$ cat src/rtl/core/srmt_pkg.sv
package srmt_pkg;

  localparam int WINDOW = 64;
  localparam int NUM_W  = 64;
  localparam int DEN_W  = 32;

  localparam logic [2:0] CFG_SCALE     = 3'd0;
  localparam logic [2:0] CFG_RMS_THR   = 3'd1;
  localparam logic [2:0] CFG_RMS_PER   = 3'd2;
  localparam logic [2:0] CFG_MEAN_THR  = 3'd3;
  localparam logic [2:0] CFG_MEAN_PER  = 3'd4;

  localparam logic [31:0] MAX31 = 32'h7FFF_FFFF;
  localparam logic [15:0] CNT_MAX = 16'hFFFF;

  typedef enum logic [0:0] {
    DIV_MSC,
    DIV_RSC
  } div_sel_t;

  typedef struct packed {
    logic [30:0]        scale;
    logic [30:0]        rms_thr;
    logic [15:0]        rms_per;
    logic signed [31:0] mean_thr;
    logic [15:0]        mean_per;
  } cfg_t;

  typedef struct packed {
    logic     clr_wr;
    logic     accept;
    logic     mem_acc;
    logic     sum_upd;
    logic     div_start;
    div_sel_t div_sel;
    logic     mean_div_ld;
    logic     mean_sc_ld;
    logic     sq_ld;
    logic     sqrt_step;
    logic     rms_sc_ld;
    logic     out_ld;
  } cmd_t;

  typedef struct packed {
    logic clr_last;
    logic div_done;
    logic sqrt_last;
    logic out_free;
  } stat_t;

endpackage

$ cat src/rtl/core/srmt_div.sv
module srmt_div import srmt_pkg::*; (
  input  logic             clk,
  input  logic             rst_n,
  input  logic             start,
  input  logic [NUM_W-1:0] num,
  input  logic [DEN_W-1:0] den,
  output logic             done,
  output logic [NUM_W-1:0] quo
);

  localparam int CW = $clog2(NUM_W);

  logic [NUM_W-1:0] quo_r;
  logic [DEN_W-1:0] rem_r;
  logic [DEN_W-1:0] den_r;
  logic [CW-1:0]    cnt_r;
  logic             busy_r;
  logic             done_r;
  logic [DEN_W:0]   rem_sh;
  logic             ge;
  logic [DEN_W:0]   rem_sub;

  assign rem_sh  = {rem_r, quo_r[NUM_W-1]};
  assign ge      = rem_sh >= {1'b0, den_r};
  assign rem_sub = rem_sh - {1'b0, den_r};

  always_ff @(posedge clk) begin
    if (!rst_n) begin
      busy_r <= 1'b0;
      done_r <= 1'b0;
      cnt_r  <= '0;
    end else begin
      done_r <= 1'b0;
      if (start) begin
        busy_r <= 1'b1;
        cnt_r  <= '0;
        quo_r  <= num;
        rem_r  <= '0;
        den_r  <= den;
      end else if (busy_r) begin
        quo_r <= {quo_r[NUM_W-2:0], ge};
        rem_r <= ge ? rem_sub[DEN_W-1:0] : rem_sh[DEN_W-1:0];
        cnt_r <= cnt_r + 1'b1;
        if (cnt_r == CW'(NUM_W - 1)) begin
          busy_r <= 1'b0;
          done_r <= 1'b1;
        end
      end
    end
  end

  assign done = done_r;
  assign quo  = quo_r;

endmodule

$ cat src/rtl/core/srmt_dp.sv
module srmt_dp import srmt_pkg::*; #(
  parameter int FRAC        = 16,
  parameter int SAMPLE_BITS = 16
) (
  input  logic               clk,
  input  logic               rst_n,
  input  cmd_t               cmd,
  output stat_t              stat,
  input  cfg_t               cfg,
  input  logic signed [15:0] in_sample,
  output logic               out_valid,
  input  logic               out_stall,
  output logic signed [31:0] out_mean_out,
  output logic [30:0]        out_rms_out,
  output logic [30:0]        out_rms_raw,
  output logic               out_rms_trip,
  output logic               out_mean_trip
);

  localparam int AW  = $clog2(WINDOW);
  localparam int LSW = SAMPLE_BITS + AW + 1;
  localparam int SQW = 2 * SAMPLE_BITS + AW;

  logic signed [SAMPLE_BITS-1:0] mem [WINDOW];
  logic signed [SAMPLE_BITS-1:0] sample_r;
  logic signed [SAMPLE_BITS-1:0] old_r;
  logic [AW-1:0]                 wr_pos_r;
  logic [AW-1:0]                 drop_pos_r;
  logic [AW-1:0]                 clr_pos_r;
  logic [AW-1:0]                 mem_wa;
  logic signed [SAMPLE_BITS-1:0] mem_wd;
  logic signed [LSW-1:0]         lsum_r;
  logic [SQW-1:0]                sqsum_r;
  logic signed [2*SAMPLE_BITS-1:0] new_sq;
  logic signed [2*SAMPLE_BITS-1:0] old_sq;
  logic [31:0]                   in_ext;
  logic [LSW-1:0]                lsum_mag;
  logic [NUM_W-1:0]              div_num;
  logic [DEN_W-1:0]              div_den;
  logic [DEN_W-1:0]              coef;
  logic                          div_done;
  logic [NUM_W-1:0]              quo;
  logic                          mean_neg_r;
  logic [31:0]                   mraw_mag_r;
  logic [31:0]                   msc_mag;
  logic signed [31:0]            mean_sc_r;
  logic [30:0]                   rms_sc_r;
  logic [NUM_W-1:0]              sqn_r;
  logic [NUM_W-1:0]              sq_res_r;
  logic [NUM_W-1:0]              sq_bit_r;
  logic [NUM_W-1:0]              sq_t;
  logic [NUM_W-1:0]              rr_sh;
  logic [30:0]                   rms_raw_c;
  logic [15:0]                   rms_cnt_r;
  logic [15:0]                   mean_cnt_r;
  logic                          rms_over;
  logic                          mean_over;
  logic [15:0]                   rms_cnt_nxt;
  logic [15:0]                   mean_cnt_nxt;
  logic                          out_valid_r;

  function automatic logic [31:0] sat_mag(input logic [NUM_W-1:0] q, input logic neg);
    logic [31:0] res;
    if (neg) begin
      res = (q > NUM_W'(64'h8000_0000)) ? 32'h8000_0000 : q[31:0];
    end else begin
      res = (q > NUM_W'(MAX31)) ? MAX31 : q[31:0];
    end
    return res;
  endfunction

  assign in_ext = {16'd0, in_sample};

  assign mem_wa = cmd.clr_wr ? clr_pos_r : wr_pos_r;
  assign mem_wd = cmd.clr_wr ? '0 : sample_r;

  always_ff @(posedge clk) begin
    if (cmd.clr_wr || cmd.mem_acc) begin
      mem[mem_wa] <= mem_wd;
    end
    if (cmd.mem_acc) begin
      old_r <= mem[drop_pos_r];
    end
  end

  assign new_sq = sample_r * sample_r;
  assign old_sq = old_r * old_r;

  assign lsum_mag = lsum_r[LSW-1] ? LSW'(-lsum_r) : LSW'(lsum_r);
  assign coef     = (cfg.scale == '0) ? DEN_W'(1) : {1'b0, cfg.scale};

  always_comb begin
    case (cmd.div_sel)
      DIV_MSC: begin
        div_num = NUM_W'(mraw_mag_r) << FRAC;
        div_den = coef;
      end
      DIV_RSC: begin
        div_num = NUM_W'(rms_raw_c) << FRAC;
        div_den = coef;
      end
      default: begin
        div_num = '0;
        div_den = DEN_W'(1);
      end
    endcase
  end

  srmt_div u_div (
    .clk   (clk),
    .rst_n (rst_n),
    .start (cmd.div_start),
    .num   (div_num),
    .den   (div_den),
    .done  (div_done),
    .quo   (quo)
  );

  assign msc_mag   = sat_mag(quo, mean_neg_r);
  assign sq_t      = sq_res_r + sq_bit_r;
  assign rr_sh     = sq_res_r << FRAC;
  assign rms_raw_c = (rr_sh > NUM_W'(MAX31)) ? MAX31[30:0] : rr_sh[30:0];

  assign rms_over     = rms_sc_r >= cfg.rms_thr;
  assign mean_over    = mean_sc_r >= cfg.mean_thr;
  assign rms_cnt_nxt  = !rms_over ? 16'd0 :
                        ((rms_cnt_r == CNT_MAX) ? rms_cnt_r : rms_cnt_r + 16'd1);
  assign mean_cnt_nxt = !mean_over ? 16'd0 :
                        ((mean_cnt_r == CNT_MAX) ? mean_cnt_r : mean_cnt_r + 16'd1);

  always_ff @(posedge clk) begin
    if (!rst_n) begin
      wr_pos_r    <= '0;
      drop_pos_r  <= AW'(1);
      clr_pos_r   <= '0;
      lsum_r      <= '0;
      sqsum_r     <= '0;
      rms_cnt_r   <= '0;
      mean_cnt_r  <= '0;
      out_valid_r <= 1'b0;
    end else begin
      if (cmd.clr_wr) begin
        clr_pos_r <= clr_pos_r + 1'b1;
      end
      if (cmd.sum_upd) begin
        lsum_r     <= lsum_r - LSW'(old_r) + LSW'(sample_r);
        sqsum_r    <= sqsum_r - SQW'($unsigned(old_sq)) + SQW'($unsigned(new_sq));
        wr_pos_r   <= (wr_pos_r == AW'(WINDOW - 1)) ? '0 : wr_pos_r + 1'b1;
        drop_pos_r <= (drop_pos_r == AW'(WINDOW - 1)) ? '0 : drop_pos_r + 1'b1;
      end
      if (cmd.out_ld) begin
        rms_cnt_r   <= rms_cnt_nxt;
        mean_cnt_r  <= mean_cnt_nxt;
        out_valid_r <= 1'b1;
      end else if (!out_stall) begin
        out_valid_r <= 1'b0;
      end
    end
  end

  always_ff @(posedge clk) begin
    if (cmd.accept) begin
      sample_r <= in_ext[SAMPLE_BITS-1:0];
    end
    if (cmd.mean_div_ld) begin
      mean_neg_r <= lsum_r[LSW-1];
      mraw_mag_r <= sat_mag(NUM_W'(lsum_mag >> AW) << FRAC, lsum_r[LSW-1]);
    end
    if (cmd.mean_sc_ld) begin
      mean_sc_r <= mean_neg_r ? (~msc_mag + 32'd1) : msc_mag;
    end
    if (cmd.sq_ld) begin
      sqn_r    <= NUM_W'(sqsum_r >> AW);
      sq_res_r <= '0;
      sq_bit_r <= NUM_W'(1) << (NUM_W - 2);
    end
    if (cmd.sqrt_step) begin
      if (sqn_r >= sq_t) begin
        sqn_r    <= sqn_r - sq_t;
        sq_res_r <= (sq_res_r >> 1) + sq_bit_r;
      end else begin
        sq_res_r <= sq_res_r >> 1;
      end
      sq_bit_r <= sq_bit_r >> 2;
    end
    if (cmd.rms_sc_ld) begin
      rms_sc_r <= (quo > NUM_W'(MAX31)) ? MAX31[30:0] : quo[30:0];
    end
    if (cmd.out_ld) begin
      out_mean_out  <= mean_sc_r;
      out_rms_out   <= rms_sc_r;
      out_rms_raw   <= rms_raw_c;
      out_rms_trip  <= rms_over && (rms_cnt_nxt >= cfg.rms_per);
      out_mean_trip <= mean_over && (mean_cnt_nxt >= cfg.mean_per);
    end
  end

  assign out_valid      = out_valid_r;
  assign stat.clr_last  = clr_pos_r == AW'(WINDOW - 1);
  assign stat.div_done  = div_done;
  assign stat.sqrt_last = sq_bit_r[0];
  assign stat.out_free  = !out_valid_r || !out_stall;

endmodule

$ cat src/rtl/core/srmt_ctrl.sv
module srmt_ctrl import srmt_pkg::*; (
  input  logic  clk,
  input  logic  rst_n,
  input  logic  in_valid,
  output logic  in_stall,
  input  stat_t stat,
  output cmd_t  cmd
);

  typedef enum logic [3:0] {
    S_CLEAR,
    S_IDLE,
    S_MEM,
    S_SUM,
    S_MDIV,
    S_MSC,
    S_MSC_W,
    S_SQ,
    S_SQRT,
    S_RSC,
    S_RSC_W,
    S_OUT
  } state_t;

  state_t state_r;
  state_t state_nxt;

  always_comb begin
    cmd       = '0;
    cmd.div_sel = DIV_MSC;
    state_nxt = state_r;
    case (state_r)
      S_CLEAR: begin
        cmd.clr_wr = 1'b1;
        if (stat.clr_last) state_nxt = S_IDLE;
      end
      S_IDLE: begin
        if (in_valid) begin
          cmd.accept = 1'b1;
          state_nxt  = S_MEM;
        end
      end
      S_MEM: begin
        cmd.mem_acc = 1'b1;
        state_nxt   = S_SUM;
      end
      S_SUM: begin
        cmd.sum_upd = 1'b1;
        state_nxt   = S_MDIV;
      end
      S_MDIV: begin
        cmd.mean_div_ld = 1'b1;
        state_nxt       = S_MSC;
      end
      S_MSC: begin
        cmd.div_start = 1'b1;
        cmd.div_sel   = DIV_MSC;
        state_nxt     = S_MSC_W;
      end
      S_MSC_W: begin
        if (stat.div_done) begin
          cmd.mean_sc_ld = 1'b1;
          state_nxt      = S_SQ;
        end
      end
      S_SQ: begin
        cmd.sq_ld = 1'b1;
        state_nxt = S_SQRT;
      end
      S_SQRT: begin
        cmd.sqrt_step = 1'b1;
        if (stat.sqrt_last) state_nxt = S_RSC;
      end
      S_RSC: begin
        cmd.div_start = 1'b1;
        cmd.div_sel   = DIV_RSC;
        state_nxt     = S_RSC_W;
      end
      S_RSC_W: begin
        if (stat.div_done) begin
          cmd.rms_sc_ld = 1'b1;
          state_nxt     = S_OUT;
        end
      end
      S_OUT: begin
        if (stat.out_free) begin
          cmd.out_ld = 1'b1;
          state_nxt  = S_IDLE;
        end
      end
      default: state_nxt = S_IDLE;
    endcase
  end

  always_ff @(posedge clk) begin
    if (!rst_n) begin
      state_r <= S_CLEAR;
    end else begin
      state_r <= state_nxt;
    end
  end

  assign in_stall = state_r != S_IDLE;

endmodule

$ cat src/rtl/core/sliding_rms_mean_trip_detector.sv
// Channel | Direction | Handshake           | Payload
// in      | input     | in_valid / in_stall | in_sample
// out     | output    | out_valid/out_stall | out_mean_out, out_rms_out, out_rms_raw, trips
// cfg     | input     | cfg_we              | cfg_index, cfg_wdata
// Each sample passes through two divisions by the coefficient in one shared restoring divider,
// a 32-step square root and single control steps before its result is valid; the next sample
// is accepted only after that result has been loaded into the output register.
// After reset, all WINDOW entries of the sample memory are cleared while in_stall is high.
// A finished result waits in the output register; the next sample may start meanwhile,
// and its result waits until the output register is free.
module sliding_rms_mean_trip_detector import srmt_pkg::*; #(
  parameter int FRAC        = 16,
  parameter int SAMPLE_BITS = 16
) (
  input  logic               clk,
  input  logic               rst_n,
  input  logic               in_valid,
  output logic               in_stall,
  input  logic signed [15:0] in_sample,
  output logic               out_valid,
  input  logic               out_stall,
  output logic signed [31:0] out_mean_out,
  output logic [30:0]        out_rms_out,
  output logic [30:0]        out_rms_raw,
  output logic               out_rms_trip,
  output logic               out_mean_trip,
  input  logic               cfg_we,
  input  logic [2:0]         cfg_index,
  input  logic [31:0]        cfg_wdata
);

  cfg_t  cfg_r;
  cmd_t  cmd;
  stat_t stat;

  always_ff @(posedge clk) begin
    if (!rst_n) begin
      cfg_r.scale    <= 31'd65536;
      cfg_r.rms_thr  <= 31'h7FFF_FFFF;
      cfg_r.rms_per  <= 16'd1;
      cfg_r.mean_thr <= 32'sh7FFF_FFFF;
      cfg_r.mean_per <= 16'd1;
    end else if (cfg_we) begin
      case (cfg_index)
        CFG_SCALE:    cfg_r.scale    <= cfg_wdata[30:0];
        CFG_RMS_THR:  cfg_r.rms_thr  <= cfg_wdata[30:0];
        CFG_RMS_PER:  cfg_r.rms_per  <= cfg_wdata[15:0];
        CFG_MEAN_THR: cfg_r.mean_thr <= cfg_wdata;
        CFG_MEAN_PER: cfg_r.mean_per <= cfg_wdata[15:0];
        default: ;
      endcase
    end
  end

  srmt_ctrl u_ctrl (
    .clk      (clk),
    .rst_n    (rst_n),
    .in_valid (in_valid),
    .in_stall (in_stall),
    .stat     (stat),
    .cmd      (cmd)
  );

  srmt_dp #(
    .FRAC        (FRAC),
    .SAMPLE_BITS (SAMPLE_BITS)
  ) u_dp (
    .clk           (clk),
    .rst_n         (rst_n),
    .cmd           (cmd),
    .stat          (stat),
    .cfg           (cfg_r),
    .in_sample     (in_sample),
    .out_valid     (out_valid),
    .out_stall     (out_stall),
    .out_mean_out  (out_mean_out),
    .out_rms_out   (out_rms_out),
    .out_rms_raw   (out_rms_raw),
    .out_rms_trip  (out_rms_trip),
    .out_mean_trip (out_mean_trip)
  );

  a_reset_clear: assert property (@(posedge clk) !rst_n |=> in_stall)
    else $error("input not stalled during memory clear");

  a_busy_after_accept: assert property (@(posedge clk) disable iff (!rst_n)
    (in_valid && !in_stall) |=> in_stall)
    else $error("second transaction taken while busy");

  a_out_hold: assert property (@(posedge clk) disable iff (!rst_n)
    (out_valid && out_stall) |=> out_valid)
    else $error("stalled result transaction dropped");

endmodule

$ cat config.mk
export PLATFORM = sky130hd
export DESIGN_NAME = sliding_rms_mean_trip_detector
export DESIGN_NICKNAME = d
export VERILOG_FILES = /design/src/rtl/core/srmt_pkg.sv /design/src/rtl/core/srmt_div.sv /design/src/rtl/core/srmt_dp.sv /design/src/rtl/core/srmt_ctrl.sv /design/src/rtl/core/sliding_rms_mean_trip_detector.sv
export SDC_FILE = /design/constraint.sdc
export NUM_CORES = 2
export LEC_CHECK = 0
export ABC_CLOCK_PERIOD_IN_PS = 13920
export BUFFER_PORTS_ARGS = -buffer_cell sky130_fd_sc_hd__buf_4
export CAP_MARGIN = 0
export CORE_MARGIN = 4
export CORE_UTILIZATION = 50
export DETAILED_ROUTE_END_ITERATION = 10
export PLACE_DENSITY = 0.65
export SLEW_MARGIN = 20
export SYNTH_ARGS = -nofsm -noshare
export SYNTH_HDL_FRONTEND = slang
export SYNTH_SLANG_ARGS = --single-unit
$ cat constraint.sdc
create_clock -name clk -period 13.92 [get_ports clk]
set_input_delay 2.784 -clock clk [delete_from_list [all_inputs] [get_ports clk]]
set_output_delay 2.784 -clock clk [all_outputs]
set_load 0.005 [all_outputs]
==> metrics.csv <==
stage,metric,value,unit
route,post-route-drc-count,0,
synth,synth_area,0.103,mm^2
grt,gr-usage-met1,0.341,
die,chipWidth,463,um
critical_path,crit_path_frequent_cell,inv_1,
critical_path,cp.arrival,10.82,ns
route,wl_per_cell,23.0,um
grt,use_met3,0.0352,
synth,netlist_top_cells_area,"edfxtp_1, fa_1, mux4_2, dfxtp_1, ha_1",
critical_path,crit_end,u_dp.sqsum_r[37]$_SDFFE_PN0P_,
critical_path,path_class,flop to flop,
run_status,status,"finished, final reports clean",
critical_path,regToRegSetupSlack,3.84,ns
synth,yosysWarnings,0,
route,wl,268000,um
sta,slew_viol_final,0,
die,coreArea,0.205,mm^2
grt,grt_usage,0.250,
sta,finalSetupViolCount,0,
synth,synth-main-ff-cell,edfxtp_1,
route,via_per_inst,5.86,
finish,area_delta_synth_final,10.2,%
clocking,h-tree-depth,4,
synth,syn_area_per_cell,11.8,um^2
synth,synth_nets,9823,
route,drt_iter0_markers,6388,
placement,dpl_cell_area,0.108,mm^2
clocking,insertion_delay,0.86,ns
clocking,cts_inserted_buffers,186,
critical_path,r2r_end,u_dp.sqsum_r[37]$_SDFFE_PN0P_,
clocking,cts_tree,built,
grt,antenna_found_initial,7,
critical_path,max_stage_delay,0.72,ns
critical_path,crit_start,u_dp.sample_r[6]$_DFFE_PP_,
sta,worst_pin_slew,1.18,ns
synth,syn_inst,8738,
finish,drive_gt1_frac,0.120,
grt,grtUsageMet2,0.415,
critical_path,cp.required,14.66,ns
flow_run,cap_violations,0,
synth,synth_cell_type_count,108,
synth,seq_area_frac_synth,0.479,
grt,overflow,0,
placement,globalplace.congestion,0.934,
clocking,clk_pin_slew,0.06,ns
sta,layout_setup_ws,3.84,ns
clocking,cts_setup_buffers,0,
critical_path,cp_max_fo,13,
grt,grt_pass1_vias,69000,
die,die_h,463,um
sta,finalCriticalPeriod,10.08,ns
route,final_antenna_net_count,0,
placement,dp_hpwl,189000,um
clocking,postCtsHoldBufs,0,
sta,fmax,99.2,MHz
critical_path,ff2ff_path_depth,36,
clocking,post_cts_resized,0,
critical_path,start_kind,flop,
sta,relSlewSlack,0.214,
placement,pre_cts_slack,4.05,ns
die,dieArea,0.214,mm^2
placement,port_buffers,153,
critical_path,worst_setup_path_end_kind,flop,
die,start_util,0.504,
die,placementRows,166,
synth,synth-edff-count,1440,
clocking,cts_sinks,1755,
route,via_count,68400,
grt,grt_pass1_wl,415000,um
route,drt-pass1-iter-count,6,
synth,synth_top_cell_by_area,edfxtp_1,
clocking,cts_root_buffer,clkbuf_16,
critical_path,critPathSlowestCell,edfxtp_1,
grt,gr-max-usage-layer,met2,
hold_path,hold_depth,2,
sta,hold_viol_final,0,
sta,period_share,0.724,
die,pin_count,154,
sta,setup_tns,0,ns
clocking,clockBufferDepth,3,
synth,synth_top_area_frac,0.418,
critical_path,timing.rr.start,u_dp.sample_r[6]$_DFFE_PP_,
hold_path,hp-class,flop to flop,
sta,rsz0062_at_grt,no,
finish,postLayoutCellArea,0.114,mm^2
finish,nNetsFinal,9886,
sta,fin_skew,0.0786,ns
synth,ys_seq_elements,1755,
grt,grt_max_degree,143,
synth,async_reset_ff_frac,0,
## cells in the mapped netlist, types with 98 or more instances
master	count
nor2_1	636
a21oi_1	490
dfxtp_1	315
xnor2_1	223
inv_1	1026
edfxtp_1	1440
clkbuf_1	310
nand2_1	777
fa_1	530
a21o_1	138
a31oi_1	98
ha_1	499
o21ai_0	255
nand3_1	153
and2_1	103
xor2_1	148
mux4_2	336
## final cells by class
class	instances	area, um^2
well taps	2688	3360
clock inverters	127	1470
clock buffers	224	4930
inverters	1036	3890
flip-flops and latches	1755	49600
multi-input cells	5540	48600
diodes	5	12.5
repair buffers	282	2180
fillers	16900	91200
## worst min path at each step
stage                             startpoint                        endpoint  slack, ns
3_5_place_dp    u_dp.sqsum_r[7]$_SDFFE_PN0P_    u_dp.sqsum_r[7]$_SDFFE_PN0P_       0.44
2_1_floorplan    u_dp.mean_sc_r[0]$_DFFE_PP_  u_dp.out_mean_out[0]$_DFFE_PP_       0.43
6_report       u_dp.sqsum_r[16]$_SDFFE_PN0P_   u_dp.sqsum_r[16]$_SDFFE_PN0P_       0.45
3_3_place_gp   u_dp.sqsum_r[11]$_SDFFE_PN0P_   u_dp.sqsum_r[11]$_SDFFE_PN0P_       0.44
5_1_grt        u_dp.sqsum_r[18]$_SDFFE_PN0P_   u_dp.sqsum_r[18]$_SDFFE_PN0P_       0.47
4_1_cts        u_dp.sqsum_r[16]$_SDFFE_PN0P_   u_dp.sqsum_r[16]$_SDFFE_PN0P_       0.45
## placed cells by master (no fill, tap or decap), types with 83 or more instances in the layout
master,netlist,final
fa_1,530,530
inv_1,1026,1025
xnor2_1,223,223
nor2_1,636,602
mux4_2,336,336
buf_4,18,278
nor3_1,84,83
and2_1,103,102
a21o_1,138,138
ha_1,499,499
nand2b_1,87,87
o21ai_0,255,255
a21oi_1,490,488
nand2_1,777,772
and3_1,89,87
xor2_1,148,148
nand4_1,87,87
a31oi_1,98,98
nand3_1,153,152
clkbuf_16,0,188
edfxtp_1,1440,1440
dfxtp_1,315,311
## registers in the layout (all words and copies together) (netlist names), 17 cells and up
name	cells
u_dp.u_div.quo	64
u_dp.mem	1024
cfg_r	126
u_dp.mraw_mag_r	17
u_dp.sq_res_r	64
u_dp.sq_bit_r	32
u_dp.lsum_r	23
u_dp.out_mean_out	32
u_dp.mean_sc_r	32
u_dp.rms_sc_r	31
u_dp.sqn_r	64
u_dp.u_div.den_r	31
u_dp.u_div.rem_r	32
u_dp.sqsum_r	38
u_dp.out_rms_out	31
## routing by layer
metal / up-vias / routed length, um
met5: - / 13
met4: 2 / 8870
met3: 427 / 16800
met2: 2381 / 130000
met1: 34400 / 112000
li1: 31100 / -
## cell families after synthesis
family,synth area share
and+or+nand+nor,0.0999
DFF,0.479
AOI/OAI and AO/OA,0.0937
buffers and inverters,0.0543
adders and majority gates,0.163
muxes,0.0786
xor gates and xnor gates,0.0314
## worst max-delay path: cells and delay by family, from the launching register on
family	cells	cell delay, ns
flops	1	0.72
xor+xnor	1	0.12
simple gates	2	0.49
buf+inv	8	1.03
compound gates	14	3.44
fa+ha+maj	9	3.76
mux	2	0.41
## per-stage QoR
| step | hold slack, ns | utilization | instances |
|---|---|---|---|
| finish | 0.448 | 0.555 | 11700 |
| global route | 0.470 | 0.555 | 11700 |
| CTS | 0.450 | 0.555 | 11700 |
| detailed placement | 0.443 | 0.524 | 11300 |
| global placement | 0.438 | 0.524 | 11300 |
| floorplan | 0.426 | - | 8738 |
Power is not shown: default switching activity piles up to over one toggle a cycle in this logic, so the estimate is an artifact.
